<file path="config.mk">
export PLATFORM = sky130hd
export DESIGN_NAME = tuple_sampler_without_replacement_top
export DESIGN_NICKNAME = d
export VERILOG_FILES = /design/src/tsw_pkg.sv /design/src/tuple_sampler_without_replacement_top.sv /design/src/tsw_ram.sv /design/src/tsw_seq.sv
export SDC_FILE = /design/constraint.sdc
export NUM_CORES = 2
export LEC_CHECK = 0
export BUFFER_PORTS_ARGS = -buffer_cell sky130_fd_sc_hd__buf_2
export CELL_PAD_IN_SITES_DETAIL_PLACEMENT = 1
export CELL_PAD_IN_SITES_GLOBAL_PLACEMENT = 2
export CORE_MARGIN = 4
export CORE_UTILIZATION = 40
export CTS_CLUSTER_DIAMETER = 200
export CTS_CLUSTER_SIZE = 20
export DETAILED_ROUTE_END_ITERATION = 7
export GPL_ROUTABILITY_DRIVEN = 0
export HOLD_SLACK_MARGIN = 0.08
export PLACE_DENSITY = 0.7
export SYNTH_ARGS = -nofsm -noshare
export SYNTH_HDL_FRONTEND = slang
export SYNTH_SLANG_ARGS = --single-unit
export TNS_END_PERCENT = 100
</file>
<file path="constraint.sdc">
create_clock -name clk -period 9.27 [get_ports clk]
set_clock_uncertainty 0.15 [all_clocks]
set_input_delay 0.4635 -clock clk [delete_from_list [all_inputs] [get_ports clk]]
set_output_delay 0.4635 -clock clk [all_outputs]
set_load 0.03 [all_outputs]
</file>
<file path="src/tsw_pkg.sv">
// ----------------------------------------------------------------------------
// tsw_pkg
// Shared sizes, tables, microcode types and helper functions for the tuple
// sampler that draws without replacement.
// ----------------------------------------------------------------------------
package tsw_pkg;

	// Alphabet and tree depth.
	localparam int ALPHA      = 4;
	localparam int MAX_DEPTH  = 4;

	// Fixed field widths.
	localparam int RND_W      = 31;
	localparam int RAND_WORDS = 4;
	localparam int CFG_W      = 3;
	localparam int SYM_W      = 2;
	localparam int POS_W      = 2;

	// Integer power of the alphabet size, used at elaboration only.
	function automatic int kpow(input int e);
		int y;
		y = 1;
		for (int i = 0; i < e; i++) begin
			y = y * ALPHA;
		end
		return y;
	endfunction

	// Number of tree nodes on all levels above level d.
	function automatic int node_first(input int d);
		int s;
		s = 0;
		for (int i = 0; i < d; i++) begin
			s = s + kpow(i);
		end
		return s;
	endfunction

	// Derived sizes.
	localparam int NODE_COUNT = node_first(MAX_DEPTH);
	localparam int NODE_W     = (NODE_COUNT > 1) ? $clog2(NODE_COUNT) : 1;
	localparam int CNT_W      = $clog2(kpow(MAX_DEPTH - 1) + 1);
	localparam int TL_W       = $clog2(kpow(MAX_DEPTH) + 1);
	localparam int J_W        = $clog2(ALPHA);
	localparam int LVL_W      = $clog2(MAX_DEPTH + 1);
	localparam int SUM_W      = CNT_W + $clog2(ALPHA);
	localparam int CMP_W      = (SUM_W > TL_W) ? SUM_W : TL_W;
	localparam int ROW_W      = ALPHA * CNT_W;

	// Remainder unit: DIV_R quotient bits per cycle.
	localparam int DIV_R      = 4;
	localparam int DIV_ITERS  = (RND_W + DIV_R - 1) / DIV_R;
	localparam int DIV_W      = DIV_ITERS * DIV_R;
	localparam int IT_W       = (DIV_ITERS > 1) ? $clog2(DIV_ITERS) : 1;

	// Stream widths, padded to whole bytes.
	localparam int IN_DATA_W  = ((RAND_WORDS * RND_W + 7) / 8) * 8;
	localparam int OUT_DATA_W = ((SYM_W + POS_W + 7) / 8) * 8;

	// One memory row holds the child counts of one node.
	typedef logic [ALPHA-1:0][CNT_W-1:0] row_t;

	// Tables indexed by level.
	typedef logic [MAX_DEPTH:0][TL_W-1:0]   pow_tab_t;
	typedef logic [MAX_DEPTH:0][NODE_W-1:0] last_row_tab_t;

	function automatic pow_tab_t make_pow_tab();
		pow_tab_t t;
		for (int e = 0; e <= MAX_DEPTH; e++) begin
			t[e] = TL_W'(kpow(e));
		end
		return t;
	endfunction

	function automatic last_row_tab_t make_last_row_tab();
		last_row_tab_t t;
		for (int d = 0; d <= MAX_DEPTH; d++) begin
			t[d] = NODE_W'(node_first(d + 1) - 1);
		end
		return t;
	endfunction

	// Powers of the alphabet size, and the last node index of each level.
	localparam pow_tab_t      KPOW_TAB     = make_pow_tab();
	localparam last_row_tab_t LAST_ROW_TAB = make_last_row_tab();

	// Clamp the configured tuple length into the supported depth range.
	function automatic logic [LVL_W-1:0] eff_depth(input logic [CFG_W-1:0] v);
		if (v == '0) begin
			return LVL_W'(1);
		end
		if (int'(v) > MAX_DEPTH) begin
			return LVL_W'(MAX_DEPTH);
		end
		return LVL_W'(v);
	endfunction

	// Datapath operations selected by the control word.
	typedef enum logic [3:0] {
		OP_NONE,
		OP_FETCH,
		OP_DRAW_INIT,
		OP_DIV_INIT,
		OP_DIV_STEP,
		OP_SCAN_INIT,
		OP_SCAN,
		OP_UPDATE,
		OP_EMIT_SYM,
		OP_EMIT_EXH,
		OP_RF_INIT,
		OP_RF_WRITE,
		OP_EMIT_DONE
	} op_t;

	// Jump conditions.
	typedef enum logic [2:0] {
		C_NEVER,
		C_ALWAYS,
		C_REFILL,
		C_EMPTY,
		C_DIV_MORE,
		C_SCAN_MORE,
		C_LVL_LAST,
		C_RF_MORE
	} cond_t;

	localparam int PC_W = 4;
	typedef logic [PC_W-1:0] pc_t;

	typedef struct packed {
		op_t   op;
		cond_t cond;
		pc_t   target;
	} uword_t;

	// Datapath status seen by the sequencer.
	typedef struct packed {
		logic in_beat;
		logic out_free;
		logic refill;
		logic empty;
		logic div_more;
		logic scan_more;
		logic lvl_last;
		logic rf_more;
	} seq_stat_t;

	// Control handed to the datapath: the operation and whether it runs now.
	typedef struct packed {
		op_t  op;
		logic run;
	} seq_ctrl_t;

endpackage

</file>
<file path="src/tuple_sampler_without_replacement_top.sv">
// ----------------------------------------------------------------------------
// tuple_sampler_without_replacement_top
// Draws every tuple over the alphabet exactly once in random order, walking a
// tree of remaining-leaf counts kept one node per memory row.
// ----------------------------------------------------------------------------
// Refill: one memory row written per cycle.
// Draw: a level is set by the remainder unit (4 bits per cycle) and the
//   one-child-per-cycle scan.
// One item is in flight at a time.
// Reset is asynchronous: no tuples left, depth 4, counts undefined until refill.
module tuple_sampler_without_replacement_top import tsw_pkg::*; (
	input  logic                  clk,
	input  logic                  arst_n,
	// Configuration write channel: tuple_length.
	input  logic                  cfg_valid,
	output logic                  cfg_ready,
	input  logic [CFG_W-1:0]      cfg_data,
	// Input stream.
	input  logic                  s_axis_tvalid,
	output logic                  s_axis_tready,
	input  logic [IN_DATA_W-1:0]  s_axis_tdata,   // random_level0, 1, 2, 3
	input  logic [0:0]            s_axis_tuser,   // action
	// Output stream.
	output logic                  m_axis_tvalid,
	input  logic                  m_axis_tready,
	output logic [OUT_DATA_W-1:0] m_axis_tdata,   // symbol, position
	output logic                  m_axis_tlast,
	output logic [1:0]            m_axis_tuser    // exhausted, refill_done
);

	seq_stat_t stat;
	seq_ctrl_t ctrl;

	// Configuration and long-lived state.
	logic [CFG_W-1:0] tuple_length_q;
	logic [LVL_W-1:0] depth_q;
	logic [TL_W-1:0]  tuples_left_q;

	// Item and walk registers.
	logic                            action_q;
	logic [RAND_WORDS-1:0][RND_W-1:0] rand_q;
	logic [LVL_W-1:0]                level_q;
	logic [NODE_W-1:0]               node_q;
	logic [TL_W-1:0]                 lvlcount_q;
	logic [TL_W-1:0]                 rem_q;
	logic [DIV_W-1:0]                dvd_q;
	logic [IT_W-1:0]                 iter_q;
	row_t                            row_q;
	logic [J_W-1:0]                  j_q;
	logic [J_W-1:0]                  pick_q;
	logic [CNT_W-1:0]                pcnt_q;
	logic [SUM_W-1:0]                sum_q;

	// Output register.
	logic             out_valid_q;
	logic [SYM_W-1:0] out_sym_q;
	logic [POS_W-1:0] out_pos_q;
	logic             out_last_q;
	logic             out_exh_q;
	logic             out_done_q;

	// Combinational datapath signals.
	logic             in_beat;
	logic             out_free;
	logic             run;
	logic [1:0]       rsel;
	logic [TL_W:0]    div_r;
	logic [TL_W-1:0]  div_rem;
	logic [SUM_W-1:0] sum_nx;
	logic             hit;
	logic [CNT_W-1:0] dec_cnt;
	logic [CNT_W-1:0] rf_val;
	logic             lvl_last;
	logic             mem_wr_en;
	row_t             mem_wr_data;
	row_t             mem_rd_data;

	// Handshakes.
	assign cfg_ready     = 1'b1;
	assign s_axis_tready = (ctrl.op == OP_FETCH);
	assign in_beat       = s_axis_tvalid && s_axis_tready;
	assign out_free      = !out_valid_q || m_axis_tready;
	assign run           = ctrl.run;

	// Random word for the current level, taken modulo the number of words.
	assign rsel = 2'(level_q);

	// Remainder unit: DIV_R restoring steps per cycle, dividend MSB first.
	always_comb begin
		div_rem = rem_q;
		div_r   = '0;
		for (int b = 0; b < DIV_R; b++) begin
			div_r = {div_rem, dvd_q[DIV_W-1-b]};
			if (div_r >= {1'b0, lvlcount_q}) begin
				div_r = div_r - {1'b0, lvlcount_q};
			end
			div_rem = div_r[TL_W-1:0];
		end
	end

	// Running prefix sum over the children of the current node.
	assign sum_nx  = sum_q + SUM_W'(row_q[j_q]);
	assign hit     = CMP_W'(sum_nx) > CMP_W'(rem_q);
	assign dec_cnt = (pcnt_q != '0) ? CNT_W'(pcnt_q - 1'b1) : '0;

	assign lvl_last = (LVL_W'(level_q + 1'b1) == depth_q);
	assign rf_val   = CNT_W'(KPOW_TAB[LVL_W'(depth_q - 1'b1 - level_q)]);

	// Memory write data: a decremented row or a refill row.
	always_comb begin
		for (int i = 0; i < ALPHA; i++) begin
			if (ctrl.op == OP_RF_WRITE) begin
				mem_wr_data[i] = rf_val;
			end else if (J_W'(i) == pick_q) begin
				mem_wr_data[i] = dec_cnt;
			end else begin
				mem_wr_data[i] = row_q[i];
			end
		end
	end

	assign mem_wr_en = run && ((ctrl.op == OP_UPDATE) || (ctrl.op == OP_RF_WRITE));

	// Status for the sequencer.
	assign stat.in_beat   = in_beat;
	assign stat.out_free  = out_free;
	assign stat.refill    = !action_q;
	assign stat.empty     = (tuples_left_q == '0);
	assign stat.div_more  = (iter_q != IT_W'(DIV_ITERS - 1));
	assign stat.scan_more = !hit && (j_q != J_W'(ALPHA - 1));
	assign stat.lvl_last  = lvl_last;
	assign stat.rf_more   = (node_q != LAST_ROW_TAB[LVL_W'(depth_q - 1'b1)]);

	tsw_seq u_seq (
		.clk    (clk),
		.arst_n (arst_n),
		.stat   (stat),
		.ctrl   (ctrl)
	);

	// Child counts, one node per row.
	tsw_ram #(
		.WIDTH (ROW_W),
		.DEPTH (NODE_COUNT)
	) u_counts (
		.clk     (clk),
		.wr_en   (mem_wr_en),
		.wr_addr (node_q),
		.wr_data (mem_wr_data),
		.rd_addr (node_q),
		.rd_data (mem_rd_data)
	);

	// Control state: configuration, depth, tuple count, output valid.
	always_ff @(posedge clk or negedge arst_n) begin
		if (!arst_n) begin
			tuple_length_q <= CFG_W'(4);
			depth_q        <= eff_depth(CFG_W'(4));
			tuples_left_q  <= '0;
			out_valid_q    <= 1'b0;
		end else begin
			if (cfg_valid && cfg_ready) begin
				tuple_length_q <= cfg_data;
			end
			if (run && (ctrl.op == OP_RF_INIT)) begin
				depth_q       <= eff_depth(tuple_length_q);
				tuples_left_q <= KPOW_TAB[eff_depth(tuple_length_q)];
			end
			if (run && (ctrl.op == OP_DRAW_INIT)) begin
				tuples_left_q <= tuples_left_q - 1'b1;
			end
			if (run && ((ctrl.op == OP_EMIT_SYM) || (ctrl.op == OP_EMIT_EXH) ||
					(ctrl.op == OP_EMIT_DONE))) begin
				out_valid_q <= 1'b1;
			end else if (m_axis_tready) begin
				out_valid_q <= 1'b0;
			end
		end
	end

	// Datapath registers, driven by the current control word.
	always_ff @(posedge clk) begin
		if (run) begin
			case (ctrl.op)
				OP_FETCH: begin
					action_q <= s_axis_tuser[0];
					rand_q   <= s_axis_tdata[RAND_WORDS*RND_W-1:0];
				end
				OP_DRAW_INIT: begin
					lvlcount_q <= tuples_left_q;
					node_q     <= '0;
					level_q    <= '0;
				end
				OP_DIV_INIT: begin
					dvd_q  <= DIV_W'(rand_q[rsel]);
					rem_q  <= '0;
					iter_q <= '0;
				end
				OP_DIV_STEP: begin
					rem_q  <= div_rem;
					dvd_q  <= dvd_q << DIV_R;
					iter_q <= IT_W'(iter_q + 1'b1);
				end
				OP_SCAN_INIT: begin
					row_q  <= mem_rd_data;
					j_q    <= '0;
					sum_q  <= '0;
					pick_q <= J_W'(ALPHA - 1);
					pcnt_q <= mem_rd_data[ALPHA-1];
					if (lvlcount_q == '0) begin
						rem_q <= '0;
					end
				end
				OP_SCAN: begin
					sum_q <= sum_nx;
					j_q   <= J_W'(j_q + 1'b1);
					if (hit) begin
						pick_q <= j_q;
						pcnt_q <= row_q[j_q];
					end
				end
				OP_UPDATE: begin
					lvlcount_q <= TL_W'(pcnt_q);
				end
				OP_EMIT_SYM: begin
					out_sym_q  <= SYM_W'(pick_q);
					out_pos_q  <= POS_W'(level_q);
					out_last_q <= lvl_last;
					out_exh_q  <= 1'b0;
					out_done_q <= 1'b0;
					node_q     <= NODE_W'(int'(node_q) * ALPHA + 1 + int'(pick_q));
					level_q    <= LVL_W'(level_q + 1'b1);
				end
				OP_EMIT_EXH: begin
					out_sym_q  <= '0;
					out_pos_q  <= '0;
					out_last_q <= 1'b1;
					out_exh_q  <= 1'b1;
					out_done_q <= 1'b0;
				end
				OP_RF_INIT: begin
					node_q  <= '0;
					level_q <= '0;
				end
				OP_RF_WRITE: begin
					node_q <= NODE_W'(node_q + 1'b1);
					if (node_q == LAST_ROW_TAB[level_q]) begin
						level_q <= LVL_W'(level_q + 1'b1);
					end
				end
				OP_EMIT_DONE: begin
					out_sym_q  <= '0;
					out_pos_q  <= '0;
					out_last_q <= 1'b1;
					out_exh_q  <= 1'b0;
					out_done_q <= 1'b1;
				end
				default: begin
				end
			endcase
		end
	end

	// Output stream.
	assign m_axis_tvalid = out_valid_q;
	assign m_axis_tdata  = OUT_DATA_W'({out_pos_q, out_sym_q});
	assign m_axis_tlast  = out_last_q;
	assign m_axis_tuser  = {out_done_q, out_exh_q};

endmodule

</file>
<file path="src/tsw_ram.sv">
// ----------------------------------------------------------------------------
// tsw_ram
// Generic single-write, single-read RAM with registered read data.
// ----------------------------------------------------------------------------
module tsw_ram #(
	parameter int WIDTH = 8,
	parameter int DEPTH = 16,
	localparam int ADDR_W = (DEPTH > 1) ? $clog2(DEPTH) : 1
) (
	input  logic              clk,
	input  logic              wr_en,
	input  logic [ADDR_W-1:0] wr_addr,
	input  logic [WIDTH-1:0]  wr_data,
	input  logic [ADDR_W-1:0] rd_addr,
	output logic [WIDTH-1:0]  rd_data
);

	logic [WIDTH-1:0] mem_q [DEPTH];
	logic [WIDTH-1:0] rd_q;

	// Write port and registered read port.
	always_ff @(posedge clk) begin
		if (wr_en) begin
			mem_q[wr_addr] <= wr_data;
		end
		rd_q <= mem_q[rd_addr];
	end

	assign rd_data = rd_q;

endmodule

</file>
<file path="src/tsw_seq.sv">
// ----------------------------------------------------------------------------
// tsw_seq
// Microcode sequencer: a step counter walks a read-only program, one control
// word per step, with conditional jumps and stalls on the stream handshakes.
// ----------------------------------------------------------------------------
module tsw_seq import tsw_pkg::*; (
	input  logic      clk,
	input  logic      arst_n,
	input  seq_stat_t stat,
	output seq_ctrl_t ctrl
);

	// Program labels.
	localparam pc_t PC_FETCH    = 4'd0;
	localparam pc_t PC_DISPATCH = 4'd1;
	localparam pc_t PC_CHECK    = 4'd2;
	localparam pc_t PC_DRAW     = 4'd3;
	localparam pc_t PC_LEVEL    = 4'd4;
	localparam pc_t PC_DIV      = 4'd5;
	localparam pc_t PC_SCAN0    = 4'd6;
	localparam pc_t PC_SCAN     = 4'd7;
	localparam pc_t PC_UPDATE   = 4'd8;
	localparam pc_t PC_EMIT     = 4'd9;
	localparam pc_t PC_NEXT     = 4'd10;
	localparam pc_t PC_EXH      = 4'd11;
	localparam pc_t PC_RF0      = 4'd12;
	localparam pc_t PC_RF       = 4'd13;
	localparam pc_t PC_DONE     = 4'd14;

	// The control program.
	function automatic uword_t ucode(input pc_t pc);
		uword_t w;
		w = '{op: OP_NONE, cond: C_ALWAYS, target: PC_FETCH};
		case (pc)
			PC_FETCH:    w = '{op: OP_FETCH,     cond: C_NEVER,     target: PC_FETCH};
			PC_DISPATCH: w = '{op: OP_NONE,      cond: C_REFILL,    target: PC_RF0};
			PC_CHECK:    w = '{op: OP_NONE,      cond: C_EMPTY,     target: PC_EXH};
			PC_DRAW:     w = '{op: OP_DRAW_INIT, cond: C_NEVER,     target: PC_FETCH};
			PC_LEVEL:    w = '{op: OP_DIV_INIT,  cond: C_NEVER,     target: PC_FETCH};
			PC_DIV:      w = '{op: OP_DIV_STEP,  cond: C_DIV_MORE,  target: PC_DIV};
			PC_SCAN0:    w = '{op: OP_SCAN_INIT, cond: C_NEVER,     target: PC_FETCH};
			PC_SCAN:     w = '{op: OP_SCAN,      cond: C_SCAN_MORE, target: PC_SCAN};
			PC_UPDATE:   w = '{op: OP_UPDATE,    cond: C_NEVER,     target: PC_FETCH};
			PC_EMIT:     w = '{op: OP_EMIT_SYM,  cond: C_LVL_LAST,  target: PC_FETCH};
			PC_NEXT:     w = '{op: OP_NONE,      cond: C_ALWAYS,    target: PC_LEVEL};
			PC_EXH:      w = '{op: OP_EMIT_EXH,  cond: C_ALWAYS,    target: PC_FETCH};
			PC_RF0:      w = '{op: OP_RF_INIT,   cond: C_NEVER,     target: PC_FETCH};
			PC_RF:       w = '{op: OP_RF_WRITE,  cond: C_RF_MORE,   target: PC_RF};
			PC_DONE:     w = '{op: OP_EMIT_DONE, cond: C_ALWAYS,    target: PC_FETCH};
			default:     w = '{op: OP_NONE,      cond: C_ALWAYS,    target: PC_FETCH};
		endcase
		return w;
	endfunction

	pc_t    pc_q;
	uword_t uw;
	logic   hold;
	logic   take;

	assign uw = ucode(pc_q);

	// Stall on a missing input beat or a full output register.
	always_comb begin
		case (uw.op)
			OP_FETCH:                              hold = !stat.in_beat;
			OP_EMIT_SYM, OP_EMIT_EXH, OP_EMIT_DONE: hold = !stat.out_free;
			default:                               hold = 1'b0;
		endcase
	end

	// Jump condition select.
	always_comb begin
		case (uw.cond)
			C_NEVER:     take = 1'b0;
			C_ALWAYS:    take = 1'b1;
			C_REFILL:    take = stat.refill;
			C_EMPTY:     take = stat.empty;
			C_DIV_MORE:  take = stat.div_more;
			C_SCAN_MORE: take = stat.scan_more;
			C_LVL_LAST:  take = stat.lvl_last;
			C_RF_MORE:   take = stat.rf_more;
			default:     take = 1'b0;
		endcase
	end

	// Step counter.
	always_ff @(posedge clk or negedge arst_n) begin
		if (!arst_n) begin
			pc_q <= PC_FETCH;
		end else if (!hold) begin
			pc_q <= take ? uw.target : pc_t'(pc_q + 1'b1);
		end
	end

	assign ctrl.op  = uw.op;
	assign ctrl.run = !hold;

endmodule

</file>
## Word level (Yosys, flattened, before mapping)

Memory sizes are Yosys's and may differ from the RTL's. A register that Yosys moved wholly into a read port is not among the register bits.
Cells that the tools add are included.

| cells by class | value |
|---|---|
| add/sub/neg operators | 16 |
| magnitude comparators | 12 |
| equality and inequality tests | 30 |
| muxes and demuxes | 60 |
| bitwise gates (word level) | 1 |
| reductions and logical operators | 49 |

Operators with widths:

| kind | count |
|---|---|
| 2-to-1 mux 7 bit | 14 |
| 2-to-1 mux 9 bit | 8 |
| case mux 32 bit (2 select lines) | 1 |
| binary-select mux 31 bit (select 2 bit) | 1 |
| greater-or-equal comparator 10 x 9 -> 1 bit | 4 |
| case mux 9 bit (2 select lines) | 2 |
| subtractor 9 bit | 4 |
| 2-to-1 mux 31 bit | 1 |
| case mux 9 bit (3 select lines) | 1 |
| 2-to-1 mux 3 bit | 7 |
| case mux 7 bit (3 select lines) | 1 |
| equality test 4 bit, second input constant | 5 |
| zero test 9 bit | 2 |
| AND reduction 2 bit | 9 |
| equality test 4 x 3 -> 1 bit, second input constant | 4 |
| < comparator 3 x 4 -> 1 bit, second input constant | 4 |
| case mux 2 bit (2 select lines) | 4 |
| nonzero test 2 bit | 8 |
| adder 7 x 1 -> 7 bit, second input constant | 2 |
| binary-select mux 7 bit (select 2 bit) | 1 |
| case mux 7 bit (2 select lines) | 1 |
| equality test 3 bit, second input constant | 4 |
| adder 9 x 7 -> 9 bit | 1 |
| greater-than comparator 9 bit | 1 |
| 40 further kinds | 78 |

| word-level totals | value |
|---|---|
| register bits | 263 |
| bits in writable memories | 2380 |
| bits in read-only memories | 432 |
| bits of input ports | 137 |
| output and inout bits | 14 |
| word-level logic and storage cells | 203 |
| memories kept | 6 |

Memory list:

| name | words | bits a word | rd ports | clocked after memory_dff | wr ports | RTL line | RTL |
|---|---|---|---|---|---|---|---|
| u_counts.mem_q | 85 | 28 | 1 | 1 | 1 | tsw_ram.sv:18 | `logic [WIDTH-1:0] mem_q [DEPTH];` |
| (no name shown) | 16 | 11 | 1 | 0 | 0 | tsw_seq.sv:34 | `case (pc)` |
| (no name shown) | 8 | 9 | 1 | 0 | 0 | tuple_sampler_without_replacement_top.sv:167 | `tuples_left_q <= KPOW_TAB[eff_depth(tuple_length_q)];` |
| (no name shown) | 8 | 9 | 1 | 0 | 0 | tuple_sampler_without_replacement_top.sv:107 | `assign rf_val = CNT_W'(KPOW_TAB[LVL_W'(depth_q - 1'b1 - level_q)]);` |
| (no name shown) | 8 | 7 | 1 | 1 | 0 | tuple_sampler_without_replacement_top.sv:247 | `if (node_q == LAST_ROW_TAB[level_q]) begin` |
| (no name shown) | 8 | 7 | 1 | 0 | 0 | tuple_sampler_without_replacement_top.sv:132 | `assign stat.rf_more = (node_q != LAST_ROW_TAB[LVL_W'(depth_q - 1'b1)]);` |

## Longest topological paths before layout

An unclocked memory read counts as a cell.

| logic depth | value |
|---|---|
| word-level depth | 17 |
| depth in mapped cells | 38 |
| mapped depth without buffers | 35 |

## Modules after synthesis

A second synthesis with hierarchy kept.

| unflattened totals | value |
|---|---|
| cell total of the unflattened synthesis | 5339 |
| area, all modules | 105631.3 sq um |

Modules (own cells, without submodules):

| module | instances | cells an instance | area each (sq um) | seq. area each (sq um) |
|---|---|---|---|---|
| tsw_ram | 1 | 4192 | 91052.3 | 72029.1 |
| tuple_sampler_without_replacement_top | 1 | 1052 | 13814.5 | 7759.9 |
| tsw_seq | 1 | 95 | 764.5 | 100.1 |

## Worst setup path after synthesis

OpenSTA, ideal clock, no wires.

| timing path | value |
|---|---|
| path type | reg-to-reg |
| start | register lvlcount_q[1] |
| end | register rem_q[0] (data pin) |
| library setup time | 260 ps |
| data arrival time | 8013 ps |
| data required time | 8860 ps |
| path slack | 847 ps |
| stages on the path, launching flop included | 35 |
| clock period less this slack | 8423 ps |
| cells stage by stage | edfxtp_1 -> inv_1 -> fa_1 -> nand3_1 -> a311oi_1 -> a2111oi_4 -> buf_2 -> mux2i_1 -> inv_1 -> ha_1 -> a21oi_1 -> a311oi_1 -> a211oi_1 -> o31a_1 -> clkbuf_1 -> clkbuf_1 -> o21ai_0 -> ha_1 -> o21ai_0 -> a21oi_1 -> or4bb_1 -> o221ai_1 -> o211a_1 -> buf_2 -> a21oi_1 -> o21a_1 -> fa_1 -> a21o_1 -> a21oi_1 -> o221ai_1 -> o21bai_1 -> a21oi_1 -> o21ai_1 -> nor3_4 -> mux2_4 |

| between the ends | value |
|---|---|
| cells in the longest elaborated chain, start to end | 9 |
| elaborated cells on any way between the ends | 12 |
| those cells by class | add/sub: 3; order compare: 4; mux: 5 |

Ends and longest elaborated chain:

| item | RTL line | RTL |
|---|---|---|
| from (decl) | tuple_sampler_without_replacement_top.sv:44 | `logic [TL_W-1:0] lvlcount_q;` |
| from (signal assigned) | tuple_sampler_without_replacement_top.sv:190 | `lvlcount_q <= tuples_left_q;` |
| from (signal assigned) | tuple_sampler_without_replacement_top.sv:223 | `lvlcount_q <= TL_W'(pcnt_q);` |
| subtractor 9 bit / greater-or-equal comparator 10 x 9 -> 1 bit (equally long branches) | tuple_sampler_without_replacement_top.sv:95, tuple_sampler_without_replacement_top.sv:94 |  |
| 2-to-1 mux 9 bit | tuple_sampler_without_replacement_top.sv:94 | `if (div_r >= {1'b0, lvlcount_q}) begin` |
| subtractor 9 bit / greater-or-equal comparator 10 x 9 -> 1 bit (equally long branches) | tuple_sampler_without_replacement_top.sv:95, tuple_sampler_without_replacement_top.sv:94 |  |
| 2-to-1 mux 9 bit | tuple_sampler_without_replacement_top.sv:94 |  |
| subtractor 9 bit / greater-or-equal comparator 10 x 9 -> 1 bit (equally long branches) | tuple_sampler_without_replacement_top.sv:95, tuple_sampler_without_replacement_top.sv:94 |  |
| 2-to-1 mux 9 bit | tuple_sampler_without_replacement_top.sv:94 |  |
| greater-or-equal comparator 10 x 9 -> 1 bit (*) | tuple_sampler_without_replacement_top.sv:94 |  |
| 2-to-1 mux 9 bit (*) | tuple_sampler_without_replacement_top.sv:94 |  |
| case mux 9 bit (3 select lines) (*) | tuple_sampler_without_replacement_top.sv:184 | `case (ctrl.op)` |
| to (signal assigned) | tuple_sampler_without_replacement_top.sv:200 | `rem_q <= div_rem;` |
| to (decl) | tuple_sampler_without_replacement_top.sv:45 | `logic [TL_W-1:0] rem_q;` |

Mark *: on every way between the ends. The rest lies on a longest branch, timed or not.
A chain may end at the register's enable or synchronous reset.

## Worst setup path in the final report

| timing path | value |
|---|---|
| start | register lvlcount_q[6] |
| end | register rem_q[5] (data pin) |

| between the ends | value |
|---|---|
| cells in the longest elaborated chain, start to end | 9 |
| elaborated cells on any way between the ends | 13 |
| those cells by class | add/sub: 4; order compare: 4; mux: 5 |

Ends and longest elaborated chain:

| item | RTL line |
|---|---|
| subtractor 9 bit / greater-or-equal comparator 10 x 9 -> 1 bit (equally long branches) | tuple_sampler_without_replacement_top.sv:95, tuple_sampler_without_replacement_top.sv:94 |
| 2-to-1 mux 9 bit | tuple_sampler_without_replacement_top.sv:94 |
| greater-or-equal comparator 10 x 9 -> 1 bit / subtractor 9 bit (equally long branches) | tuple_sampler_without_replacement_top.sv:94, tuple_sampler_without_replacement_top.sv:95 |
| 2-to-1 mux 9 bit | tuple_sampler_without_replacement_top.sv:94 |
| subtractor 9 bit / greater-or-equal comparator 10 x 9 -> 1 bit (equally long branches) | tuple_sampler_without_replacement_top.sv:95, tuple_sampler_without_replacement_top.sv:94 |
| 2-to-1 mux 9 bit | tuple_sampler_without_replacement_top.sv:94 |
| subtractor 9 bit / greater-or-equal comparator 10 x 9 -> 1 bit (equally long branches) | tuple_sampler_without_replacement_top.sv:95, tuple_sampler_without_replacement_top.sv:94 |
| 2-to-1 mux 9 bit (*) | tuple_sampler_without_replacement_top.sv:94 |
| case mux 9 bit (3 select lines) (*) | tuple_sampler_without_replacement_top.sv:184 |

Marked as above.

==> run metrics <==
status finished clean; Worst Setup Start Kind flop; crit path time final about 9 ns; largest net degree at the start of global routing between 100 and 150; Hold Crit Class primary input to flop; Primary FF master, synth edfxtp_1; number of routed nets with antenna violations 0; vias after detailed routing 58.20k; number of synthesized flops with an enable pin approximately 2.6k; CP max-delay cell a2111oi_4; Worst Reg2Reg Path Length in Cells 35; RR Endpoint rem_q[5]; CTS tree yes; Tightest Pin Transition roughly 1.4 ns; Core Area between 0.2 and 0.3 mm^2; htree depth 4; Post-Place Cells 9097; Sink Count ~2.7k; worst skew pair latency about 0.84 ns; Initial Utilization about two fifths; worst setup margin 0.3812 ns; DRT Pass-1 Iters 6; Hold Path Depth 2; synthesis warning total 0; Top Ports between 150 and 200; Worst-path clk slew about 0.090 ns; Post-DP HPWL 172.9 mm; fin. max-slew vios 0; fin crit share a little over nine tenths; Placement Setup Slack roughly 0.25 ns; GRT Resource Usage Total a little under a quarter; post-detailed-route wirelength per cell between 30 and 40 um; Buffers on Ports about 140; vias in the first global route 59.35k; final setup violation count 0; Post-Syn Area just over 0.1 mm^2; full die area around 0.26 mm^2; share of cells above drive strength 1 a little under an eighth; min-delay src s_axis_tdata[30]; Clock Path Buffers 3; required time worst endpoint ~9.8 ns; Max-slew headroom roughly 3.4%; maxcap violations 0; CP most frequent cell a21oi_1; FF+latch count, synth roughly 2.7k; Hold Vio Cnt, Final 0; critical path class flop to flop; first-pass GRT wire length 446.3 mm; flop2flop setup slack 0.38 ns; DRT iter0 DRCs roughly 7k; grt total ovfl 0; worst r2r src lvlcount_q[6]; Avg Cell Area, Syn between 15 and 20 um^2; fmax between 100 and 150 MHz; crit path DAT roughly 9.4 ns; Core Util, Final between 40% and 50%; Finished Layout Cells roughly 9.4k; number of remaining DRC errors 0; Rows around 180; CTS Buf Count approximately 150; Die Wd between 500 and 600 um; total length of routed wires 313.5 mm; DR vias/cell about 6; RSZ-0062 raised after global routing false; total negative setup slack 0 ns; crit-path max FO 9; root buf cell clkbuf_16; Seq/Total Area, Yosys between 70% and 80%; Synth Instances 5808; Synth cell types around 80; # nets final around 6.3k; Hold Path Sink rand_q[30]; crit-path max cell delay about 0.52 ns; initial antenna violation count 15; Post-synth ARST share 0.7479%; nature of the critical path endpoint flop; area grow syn2layout 11.29%; Die Ht approximately 510 um
## synth_stat cells, types with 31 or more instances
cell type,instances,area (um^2)
a21oi_1,119,595.6
a221oi_1,104,910.9
a22o_1,104,910.9
a22oi_1,945,7094
a41oi_1,64,560.5
buf_1,71,266.5
buf_2,64,320.3
clkbuf_1,238,893.4
dfxtp_1,31,620.6
edfxtp_1,2623,78770
ha_1,72,900.9
inv_1,66,247.7
mux2i_1,72,720.7
mux4_2,60,1351
nand2_1,173,649.4
nand4_1,203,1270
nor2_1,216,810.8
o211ai_1,62,465.5
o21ai_0,159,795.8
xnor2_1,31,271.5
## metrics by stage
stage / hold WS, ns / instance area (um^2)
detailed placement: 0.2412 / 107200
finish: 0.2020 / 112800
global route: 0.1565 / 112700
floorplan: 0.01791 / 101300
CTS: 0.1262 / 112700
global placement: 0.2377 / 107200
## sequential cells by signal, indices dropped and copies added, names as in the netlist, 4 cells and up, named ones only
name / flops
dvd_q: 32
lvlcount_q: 9
node_q: 7
pcnt_q: 7
rand_q: 124
rem_q: 9
row_q: 28
sum_q: 9
tuples_left_q: 9
u_counts.mem_q: 2380
u_counts.rd_data: 28
u_seq.pc_q: 4
## worst max-delay path by stage
stage | from | slack [ns] | cells past startpoint | end
3_5_place_dp | lvlcount_q[1] | 0.25 | 32 | rem_q[5]
2_1_floorplan | lvlcount_q[1] | 0.85 | 34 | rem_q[0]
5_1_grt | lvlcount_q[1] | 0.002 | 35 | rem_q[6]
3_3_place_gp | lvlcount_q[1] | 0.39 | 33 | rem_q[3]
6_report | lvlcount_q[6] | 0.38 | 35 | rem_q[5]
4_1_cts | lvlcount_q[1] | 0.16 | 32 | rem_q[5]
## worst max-delay path, delay by kind of cell, from the launching register on
family | cells | cell delay [ns]
AOI/OAI and AO/OA | 22 | 4.64
adders and majority gates | 4 | 1.40
buffers and inverters | 5 | 1.04
DFF | 1 | 0.40
muxes | 1 | 0.23
and+or+nand+nor | 3 | 0.87
## what timing repair did
item / CTS / global route
hold buffers: 137 / 0
endpoints found under the hold margin: 150 / 0
setup buffers: 0 / 2
setup endpoints to repair: 0 / 9
resized for setup: 0 / 6
## layer usage
metal	global-route usage (%)	vias to the layer above	part of all wire (%)
met1	33.22	31179	43
met2	37.58	2328	47
li1	-	24350	-
met5	0	-	0.018
met3	3.663	331	7.1
met4	6.163	8	2.6
## cell usage in the layout, fill, tap and decap left out, types with 21 or more instances in the layout
cell type,Yosys,layout
xor2_1,22,22
clkbuf_16,0,154
a31oi_1,26,26
mux4_2,60,60
nor2_1,216,117
a21oi_1,119,118
dlygate4sd3_1,0,137
buf_2,64,141
xnor2_1,31,31
nor3_1,22,21
clkbuf_1,238,28
dfxtp_1,31,31
edfxtp_1,2623,2623
nor2_4,0,93
a22o_1,104,104
nand2_1,173,173
a41oi_1,64,64
o21ai_0,159,141
ha_1,72,72
buf_4,7,164
inv_1,66,66
a221oi_1,104,104
nor2b_1,23,23
nand3_1,22,22
a22oi_1,945,945
nand4_1,203,203
mux2i_1,72,70
o211ai_1,62,62
## area by class of cell
class / instances / area, um^2
Sequential cell: 2674 / 79890
Tap cell: 3348 / 4189
Timing Repair Buffer: 457 / 3608
Fill cell: 23796 / 138900
Antenna cell: 5 / 12.51
Clock inverter: 12 / 212.7
Clock buffer: 182 / 3959
Inverter: 66 / 247.7
Multi-Input combinational cell: 2692 / 20630
## cells by family after synthesis
group                      after synthesis  synth area share, %
AOI/OAI and AO/OA                     1677                12.12
other                                    2             0.007413
xor gates and xnor gates                53               0.4582
muxes                                  150                2.249
and+or+nand+nor                        728                3.542
DFF                                   2674                78.86
adders and majority gates               78                1.008
buffers and inverters                  446                1.757
Power is left out: the tool's default activity adds up to more than one toggle a clock period on the data nets, which glitch-free logic cannot reach.
